## src/design/u2a_pkg.sv

```systemverilog
// Shared types, constants and helpers for the 64-bit value to ASCII digit converter.
// No dependencies; imported by every module of the block.
package u2a_pkg;

  localparam int unsigned VALUE_BITS_DEF     = 64;
  localparam int unsigned DECIMAL_DIGITS_DEF = 20;

  localparam logic [4:0] BASE_BIN = 5'd2;
  localparam logic [4:0] BASE_DEC = 5'd10;
  localparam logic [4:0] BASE_HEX = 5'd16;

  localparam logic [6:0] CHAR_ZERO     = 7'h30;
  localparam logic [6:0] CHAR_A_LESS10 = 7'h57;
  localparam logic [6:0] CHAR_NONE     = 7'h00;

  typedef struct packed {
    logic [63:0] value;
    logic [4:0]  number_base;
  } in_item_t;

  typedef struct packed {
    logic [6:0] char_code;
    logic       last;
    logic       error;
  } out_item_t;

  typedef enum logic [1:0] {
    MODE_HEX = 2'd0,
    MODE_BIN = 2'd1,
    MODE_DEC = 2'd2,
    MODE_ERR = 2'd3
  } mode_e;

  typedef struct packed {
    logic  load;
    logic  dec_step;
    logic  skip;
    logic  emit;
    logic  last;
    mode_e mode;
  } cmd_t;

  typedef struct packed {
    logic top_zero;
    logic slot_free;
  } status_t;

  function automatic logic [6:0] hex_char(input logic [3:0] d);
    logic [6:0] code;
    if (d <= 4'd9) begin
      code = CHAR_ZERO + {3'b000, d};
    end else begin
      code = CHAR_A_LESS10 + {3'b000, d};
    end
    return code;
  endfunction

endpackage

```

## src/design/u2a_ctrl.sv

```systemverilog
// Sequencer of the converter: picks the mode, counts conversion, skip and emit steps.
// Depends on u2a_pkg; drives the datapath u2a_dp through cmd_t and reads status_t.
module u2a_ctrl import u2a_pkg::*; #(
  parameter int unsigned VALUE_BITS     = VALUE_BITS_DEF,
  parameter int unsigned DECIMAL_DIGITS = DECIMAL_DIGITS_DEF
) (
  input  logic       clk_i,
  input  logic       rst_ni,
  input  logic       in_valid_i,
  output logic       in_ready_o,
  input  logic [4:0] number_base_i,
  input  status_t    status_i,
  output cmd_t       cmd_o
);

  localparam int unsigned HEX_DIGITS = (VALUE_BITS + 3) / 4;
  localparam int unsigned CNT_MAX    = (VALUE_BITS > DECIMAL_DIGITS) ? VALUE_BITS
                                                                      : DECIMAL_DIGITS;
  localparam int unsigned CW         = $clog2(CNT_MAX + 1);

  typedef enum logic [3:0] {
    S_IDLE = 4'b0001,
    S_CONV = 4'b0010,
    S_SKIP = 4'b0100,
    S_EMIT = 4'b1000
  } state_e;

  state_e        state_q, state_d;
  mode_e         mode_q, mode_d;
  logic [CW-1:0] cnt_q, cnt_d;

  assign in_ready_o = (state_q == S_IDLE);

  always_comb begin
    state_d = state_q;
    mode_d  = mode_q;
    cnt_d   = cnt_q;
    cmd_o   = '0;
    cmd_o.mode = mode_q;
    unique case (state_q)
      S_IDLE: begin
        if (in_valid_i) begin
          cmd_o.load = 1'b1;
          priority if (number_base_i == BASE_HEX) begin
            mode_d  = MODE_HEX;
            cnt_d   = CW'(HEX_DIGITS);
            state_d = S_EMIT;
          end else if (number_base_i == BASE_BIN) begin
            mode_d  = MODE_BIN;
            cnt_d   = CW'(VALUE_BITS);
            state_d = S_EMIT;
          end else if (number_base_i == BASE_DEC) begin
            mode_d  = MODE_DEC;
            cnt_d   = CW'(VALUE_BITS);
            state_d = S_CONV;
          end else begin
            mode_d  = MODE_ERR;
            cnt_d   = CW'(1);
            state_d = S_EMIT;
          end
        end
      end
      S_CONV: begin
        cmd_o.dec_step = 1'b1;
        if (cnt_q == CW'(1)) begin
          cnt_d   = CW'(DECIMAL_DIGITS);
          state_d = S_SKIP;
        end else begin
          cnt_d = cnt_q - CW'(1);
        end
      end
      S_SKIP: begin
        if (status_i.top_zero && (cnt_q != CW'(1))) begin
          cmd_o.skip = 1'b1;
          cnt_d      = cnt_q - CW'(1);
        end else begin
          state_d = S_EMIT;
        end
      end
      S_EMIT: begin
        if (status_i.slot_free) begin
          cmd_o.emit = 1'b1;
          cmd_o.last = (cnt_q == CW'(1));
          cnt_d      = cnt_q - CW'(1);
          if (cnt_q == CW'(1)) begin
            state_d = S_IDLE;
          end
        end
      end
      default: begin
        state_d = S_IDLE;
      end
    endcase
  end

  always_ff @(posedge clk_i or negedge rst_ni) begin
    if (!rst_ni) begin
      state_q <= S_IDLE;
      mode_q  <= MODE_HEX;
      cnt_q   <= '0;
    end else begin
      state_q <= state_d;
      mode_q  <= mode_d;
      cnt_q   <= cnt_d;
    end
  end

  a_emit_needs_slot: assert property (@(posedge clk_i) disable iff (!rst_ni)
    cmd_o.emit |-> status_i.slot_free)
    else $error("emit issued while output slot is occupied");

  a_one_cmd: assert property (@(posedge clk_i) disable iff (!rst_ni)
    $onehot0({cmd_o.load, cmd_o.dec_step, cmd_o.skip, cmd_o.emit}))
    else $error("more than one datapath command in a cycle");

  a_last_ends_run: assert property (@(posedge clk_i) disable iff (!rst_ni)
    (cmd_o.emit && cmd_o.last) |=> (state_q == S_IDLE))
    else $error("sequencer did not return to idle after the last character");

  a_count_live: assert property (@(posedge clk_i) disable iff (!rst_ni)
    (cmd_o.dec_step || cmd_o.emit) |-> (cnt_q != '0))
    else $error("step issued with an exhausted counter");

endmodule

```

## src/design/u2a_dp.sv

```systemverilog
// Datapath of the converter: value shift register, BCD register and output item register.
// Depends on u2a_pkg; steered by u2a_ctrl through cmd_t, reports status_t.
module u2a_dp import u2a_pkg::*; #(
  parameter int unsigned VALUE_BITS     = VALUE_BITS_DEF,
  parameter int unsigned DECIMAL_DIGITS = DECIMAL_DIGITS_DEF
) (
  input  logic      clk_i,
  input  logic      rst_ni,
  input  logic [63:0] value_i,
  input  cmd_t      cmd_i,
  output status_t   status_o,
  output logic      out_valid_o,
  input  logic      out_ready_i,
  output out_item_t out_item_o
);

  localparam int unsigned HEX_DIGITS = (VALUE_BITS + 3) / 4;
  localparam int unsigned SW         = 4 * HEX_DIGITS;
  localparam int unsigned BW         = 4 * DECIMAL_DIGITS;

  logic [SW-1:0] sr_q, sr_d;
  logic [BW-1:0] bcd_q, bcd_d;
  logic [BW-1:0] bcd_adj;
  out_item_t     out_q, out_d;
  logic          out_valid_q, out_valid_d;

  always_comb begin
    for (int i = 0; i < DECIMAL_DIGITS; i++) begin
      if (bcd_q[4*i +: 4] >= 4'd5) begin
        bcd_adj[4*i +: 4] = bcd_q[4*i +: 4] + 4'd3;
      end else begin
        bcd_adj[4*i +: 4] = bcd_q[4*i +: 4];
      end
    end
  end

  assign status_o.top_zero  = (bcd_q[BW-1 -: 4] == 4'd0);
  assign status_o.slot_free = !out_valid_q || out_ready_i;

  always_comb begin
    sr_d        = sr_q;
    bcd_d       = bcd_q;
    out_d       = out_q;
    out_valid_d = out_valid_q;
    if (out_ready_i) begin
      out_valid_d = 1'b0;
    end
    if (cmd_i.load) begin
      sr_d  = SW'(value_i[VALUE_BITS-1:0]);
      bcd_d = '0;
    end
    if (cmd_i.dec_step) begin
      bcd_d = {bcd_adj[BW-2:0], sr_q[VALUE_BITS-1]};
      sr_d  = sr_q << 1;
    end
    if (cmd_i.skip) begin
      bcd_d = bcd_q << 4;
    end
    if (cmd_i.emit) begin
      out_valid_d = 1'b1;
      out_d.last  = cmd_i.last;
      out_d.error = 1'b0;
      unique case (cmd_i.mode)
        MODE_HEX: begin
          out_d.char_code = hex_char(sr_q[SW-1 -: 4]);
          sr_d            = sr_q << 4;
        end
        MODE_BIN: begin
          out_d.char_code = CHAR_ZERO + {6'd0, sr_q[VALUE_BITS-1]};
          sr_d            = sr_q << 1;
        end
        MODE_DEC: begin
          out_d.char_code = CHAR_ZERO + {3'd0, bcd_q[BW-1 -: 4]};
          bcd_d           = bcd_q << 4;
        end
        MODE_ERR: begin
          out_d.char_code = CHAR_NONE;
          out_d.error     = 1'b1;
        end
        default: begin
          out_d.char_code = CHAR_NONE;
        end
      endcase
    end
  end

  always_ff @(posedge clk_i or negedge rst_ni) begin
    if (!rst_ni) begin
      out_valid_q <= 1'b0;
    end else begin
      out_valid_q <= out_valid_d;
    end
  end

  always_ff @(posedge clk_i) begin
    sr_q  <= sr_d;
    bcd_q <= bcd_d;
    out_q <= out_d;
  end

  assign out_valid_o = out_valid_q;
  assign out_item_o  = out_q;

  a_emit_sets_valid: assert property (@(posedge clk_i) disable iff (!rst_ni)
    cmd_i.emit |=> out_valid_q)
    else $error("emitted character did not reach the output register");

  a_error_is_last: assert property (@(posedge clk_i) disable iff (!rst_ni)
    (out_valid_q && out_q.error) |-> (out_q.last && (out_q.char_code == CHAR_NONE)))
    else $error("error item must be a single empty character");

  a_hold_when_stalled: assert property (@(posedge clk_i) disable iff (!rst_ni)
    (out_valid_q && !out_ready_i) |=> (out_valid_q && $stable(out_q)))
    else $error("pending output item changed while stalled");

endmodule

```

## src/design/uint64_to_ascii_digits_top.sv

```systemverilog
// Top level of the 64-bit value to ASCII digit converter.
// Depends on u2a_pkg; instantiates u2a_ctrl (sequencer) and u2a_dp (datapath).
//
// One item converts a value into ASCII digits, one character per output item, most
// significant first, the final one flagged by last. Base 16 and base 2 keep leading
// zeros and emit ceil(VALUE_BITS/4) or VALUE_BITS characters after taking the item.
// Base 10 takes the item, runs VALUE_BITS shift-and-adjust steps into a
// DECIMAL_DIGITS-digit BCD register, strips leading zeros one digit per cycle, then
// emits the remaining digits; stripped and emitted digits add up to DECIMAL_DIGITS.
// A zero value gives a single '0'; values at or above 10^DECIMAL_DIGITS wrap modulo
// that power. Any other base gives one item with error set and char_code 0.
// A new item is taken once the previous one has handed its last character to the
// output register; a stalled output holds the run until the output slot is free.
module uint64_to_ascii_digits_top import u2a_pkg::*; #(
  parameter int unsigned VALUE_BITS     = VALUE_BITS_DEF,
  parameter int unsigned DECIMAL_DIGITS = DECIMAL_DIGITS_DEF
) (
  input  logic      clk_i,
  input  logic      rst_ni,
  input  logic      in_valid_i,
  output logic      in_ready_o,
  input  in_item_t  in_item_i,
  output logic      out_valid_o,
  input  logic      out_ready_i,
  output out_item_t out_item_o
);

  cmd_t    cmd;
  status_t status;

  u2a_ctrl #(
    .VALUE_BITS    (VALUE_BITS),
    .DECIMAL_DIGITS(DECIMAL_DIGITS)
  ) u_ctrl (
    .clk_i        (clk_i),
    .rst_ni       (rst_ni),
    .in_valid_i   (in_valid_i),
    .in_ready_o   (in_ready_o),
    .number_base_i(in_item_i.number_base),
    .status_i     (status),
    .cmd_o        (cmd)
  );

  u2a_dp #(
    .VALUE_BITS    (VALUE_BITS),
    .DECIMAL_DIGITS(DECIMAL_DIGITS)
  ) u_dp (
    .clk_i      (clk_i),
    .rst_ni     (rst_ni),
    .value_i    (in_item_i.value),
    .cmd_i      (cmd),
    .status_o   (status),
    .out_valid_o(out_valid_o),
    .out_ready_i(out_ready_i),
    .out_item_o (out_item_o)
  );

endmodule

```

## config.mk

```make
export PLATFORM = sky130hd
export DESIGN_NAME = uint64_to_ascii_digits_top
export DESIGN_NICKNAME = d
export VERILOG_FILES = /design/src/design/u2a_pkg.sv /design/src/design/u2a_ctrl.sv /design/src/design/u2a_dp.sv /design/src/design/uint64_to_ascii_digits_top.sv
export SDC_FILE = /design/constraint.sdc
export NUM_CORES = 1
export LEC_CHECK = 0
export CAP_MARGIN = 20
export CORE_UTILIZATION = 58
export DETAILED_ROUTE_END_ITERATION = 7
export DONT_BUFFER_PORTS = 1
export MAX_ROUTING_LAYER = met4
export PLACE_DENSITY = 0.82
export SYNTH_ARGS = -nofsm -noshare
export SYNTH_HDL_FRONTEND = slang
export SYNTH_SLANG_ARGS = --single-unit
```

## constraint.sdc

```tcl
create_clock -name clk_i -period 2.3 [get_ports clk_i]
set_input_delay 0.575 -clock clk_i [delete_from_list [all_inputs] [get_ports clk_i]]
set_output_delay 0.575 -clock clk_i [all_outputs]
set_load 0.02 [all_outputs]
```

==> reports/metrics.cfg <==
[pwr]
leakage_uw=0.00422
power.total_uw=14700
vdd_ir_drop_max_mv=0.921
pwr_density_cell_nw_per_um2=1420

[logic_synthesis]
synth_area_leaders=dfxtp_1, a21oi_1, ha_1
ys_seq_area_share_pct=37.6
netlist_instances=1135
synth_top_area_share_pct=30.9
yosysWarnings=0
mappedNetlistArea_um2=9330
synth_edf_count=9
synth_cell_types=58
synth_ff_type=dfxtp_1
async_reset_ff_share_pct=8.38
syn_nets=1258
yosys.area.top_type=dfxtp_1
synth.avg_cell_area_um2=8.22
ys_ff_latch=167

[drt]
dr.pass1.iters=5
drc=0
wl_um=21200
drt_iter0_drc=695
vias=8107
ant_nets=0
vias_per_cell=6.02
wl_per_cell_um=15.8

[finish]
fin_nets=1240
area_delta_synth_final_pct=10.4
antenna_cells=0
ff_latch_area_um2=3500
drive_gt1_share_pct=9.12
multi_input_area_um2=5290
fillerInstances=1293

[cts]
tritoncts=built
clock_latency_ns=0.43
root_buffer=clkbuf_16
cts_buffers=17
cts.sinks=167
cts_max_path_buffers=2
cts_htree_levels=4
path_clk_slew_ns=0.07

[worst_setup_path]
crit_path_end_kind=primary output
critPathMaxFanout=4
worstPathRequired_ns=1.73
slowest_delay_ns=0.53
arrival_ns=1.69
cp.buffers_inverters=2
crit_chain=or4b_4 > inv_4 > buf_4
slowest_stage=dfstp_2
cpLargestDelayFamily=flip-flops
crit_type=reg -> out
start_kind=flip-flop

[floorplan]
core_um2=15800
die_w_um=129
start_util_pct=59.2
ios=84
die_height_um=129
row_count=46
dieArea_um2=16600

[sta]
final.setup_skew_ns=0.0103
hold_viol=0
rsz0062_at_grt=yes
fin_ws_ns=0.0319
period_minus_slack_ns=2.27
setup_viol=0
maxSlewViolCount=0
fin_hold_ws_ns=0.275
layout_worst_path_cycle_share_pct=98.6
max-slew-margin-rel_pct=58.3
tightest_slew_ns=0.623
fmax_ghz=0.441

[grt]
grt-busiest-layer=met2
grt_overflow=0
grt_usage_pct=25.4
grt_use_met3_pct=5.24
grt_max_degree=128
grt_pass1_vias=7163
antenna_found_initial=0
gr-usage-met1_pct=32.4
grt_pass1_wl_um=33400
use_met2_pct=41.2

[status]
outcome=finished clean

[placed_design]
place_hpwl_um=13000
dp_slack_ns=0.109
port_buffers=0
routabilityCongestion=0.877

[worst_hold_path]
worstHoldPathType=in -> reg

[flow_run]
drv_cap=0

[stage by stage]
stage | cell area, µm² | utilization [%] | std cells | setup TNS [ns]
floorplan | 9330 | - | 1135 | 0
global placement | 9580 | 60.7 | 1305 | 0
detailed placement | 9580 | 60.7 | 1305 | 0
CTS | 10200 | 64.7 | 1340 | 0
global route | 10300 | 65.3 | 1346 | -0.0132
finish | 10300 | 65.3 | 1346 | 0
[cell families after synthesis]
| family | synth area share, % |
|---|---|
| AOI/OAI and AO/OA | 27.0 |
| and+or+nand+nor | 17.5 |
| DFF | 37.6 |
| buffers and inverters | 6.30 |
| adders and majority gates | 6.70 |
| xor gates and xnor gates | 2.44 |
| muxes | 2.48 |
[final timing paths]
kind                       cells after the start                     startpoint  slack (ns)                             to
setup / recovery                               3  u_ctrl.state_q[0]$_DFFE_PN1P_        0.03                     in_ready_o
hold / removal                                 2                   in_item_i[5]        0.27           u_dp.sr_q[0]$_DFF_P_
setup reg to reg                               9  u_ctrl.state_q[0]$_DFFE_PN1P_        0.05         u_dp.bcd_q[11]$_DFF_P_
hold reg to reg                                2           u_dp.sr_q[0]$_DFF_P_        0.49           u_dp.sr_q[0]$_DFF_P_
max in group asynchronous                      1                         rst_ni        1.30   u_ctrl.mode_q[1]$_DFFE_PN0P_
min in group asynchronous                      1                         rst_ni        0.60  u_ctrl.state_q[1]$_DFFE_PN0P_
[state kept, by name, indices dropped and copies added (netlist names)]
signal,cells
u_dp.out_item_o,9
u_ctrl.cnt_q,7
u_dp.bcd_q,80
u_ctrl.state_q,4
u_dp.sr_q,64
u_ctrl.mode_q,2
u_dp.out_valid_o,1
[Yosys cell counts, types with 2 or more instances]
| library cell | number |
|---|---|
| nand2_1 | 158 |
| dfxtp_1 | 144 |
| a21oi_1 | 127 |
| nor2_1 | 94 |
| o21ai_0 | 64 |
| a221o_1 | 60 |
| a22oi_1 | 60 |
| inv_1 | 51 |
| ha_1 | 50 |
| nand2b_1 | 38 |
| buf_2 | 32 |
| nor3_1 | 26 |
| nand3_1 | 24 |
| clkbuf_1 | 23 |
| mux2i_1 | 22 |
| xnor2_1 | 21 |
| a31oi_1 | 20 |
| a21oi_2 | 16 |
| dfrtp_1 | 13 |
| o21ai_1 | 11 |
| edfxtp_1 | 9 |
| buf_4 | 7 |
| buf_6 | 7 |
| xor2_1 | 5 |
| and2_1 | 4 |
| buf_1 | 4 |
| a21o_1 | 3 |
| o22ai_1 | 3 |
| a211oi_1 | 2 |
| a21boi_0 | 2 |
| a22o_1 | 2 |
| nor2b_1 | 2 |
| nor3b_1 | 2 |
| nor4b_1 | 2 |
| nor4bb_1 | 2 |
| o21a_1 | 2 |
| or4b_4 | 2 |
[worst register-to-register path: stages (launching register included)]
cell and delay (ns):
dfstp_2 0.37, buf_4 0.15, or4b_4 0.56, nand2b_4 0.19, clkinvlp_4 0.13, a22oi_2 0.10
buf_4 0.19, clkbuf_16 0.21, nor2_1 0.16, a31oi_1 0.06
[placed cells by master (no fill, tap or decap), drive strengths merged, types with 2 or more instances in the layout]
cell type  instances
nor3b              2
nand2            158
nor3              26
ha                50
edfxtp             9
o22ai              3
nor4bb             2
clkinvlp           3
nand3             24
a21oi            143
xnor2             21
nand2b            39
dfrtp             13
nor2b              2
o21ai             76
or4b               2
mux2i             22
inv               56
clkinv             3
buf               34
and2               4
xor2               5
dfxtp            144
o21a               2
a22o               2
a21o               3
a221o             60
nor2              94
a21boi             2
a22oi             60
clkbuf            22
a31oi             20
a211oi             3
nor4b              3
[layer usage]
metal / routed length [µm] / up-vias / part of all wire (%)
li1: - / 4031 / -
met1: 9470 / 3833 / 45
met2: 10300 / 226 / 49
met3: 1210 / 17 / 5.7
met4: 225 / 0 / 1.1
met5: 0 / - / 0
[area by class of cell]
| cell class | instances | share of cell area, % |
|---|---|---|
| multi-input cells | 843 | 51.3 |
| flip-flops and latches | 167 | 34.0 |
| inverters | 52 | 1.96 |
| well taps | 216 | 2.62 |
| repair buffers | 36 | 4.35 |
| clock inverters | 11 | 1.06 |
| clock buffers | 21 | 4.68 |
[where the power goes]
part | switching (µW) | leakage, µW | internal (µW)
clock network | 1230 | 0.000287 | 1630
logic | 3200 | 0.00247 | 2980
registers | 1410 | 0.00146 | 4230
total | 5830 | 0.00422 | 8840
[timing repair]
action	in CTS	in global routing
setup buffers	2	4
endpoints found under the setup margin	1	42
pin swaps	0	1
hold buffers	1	0
cloned	0	2
endpoints found under the hold margin	14	0
resized for setup	1	10
No activity file was read; power rests on OpenSTA's default activity.
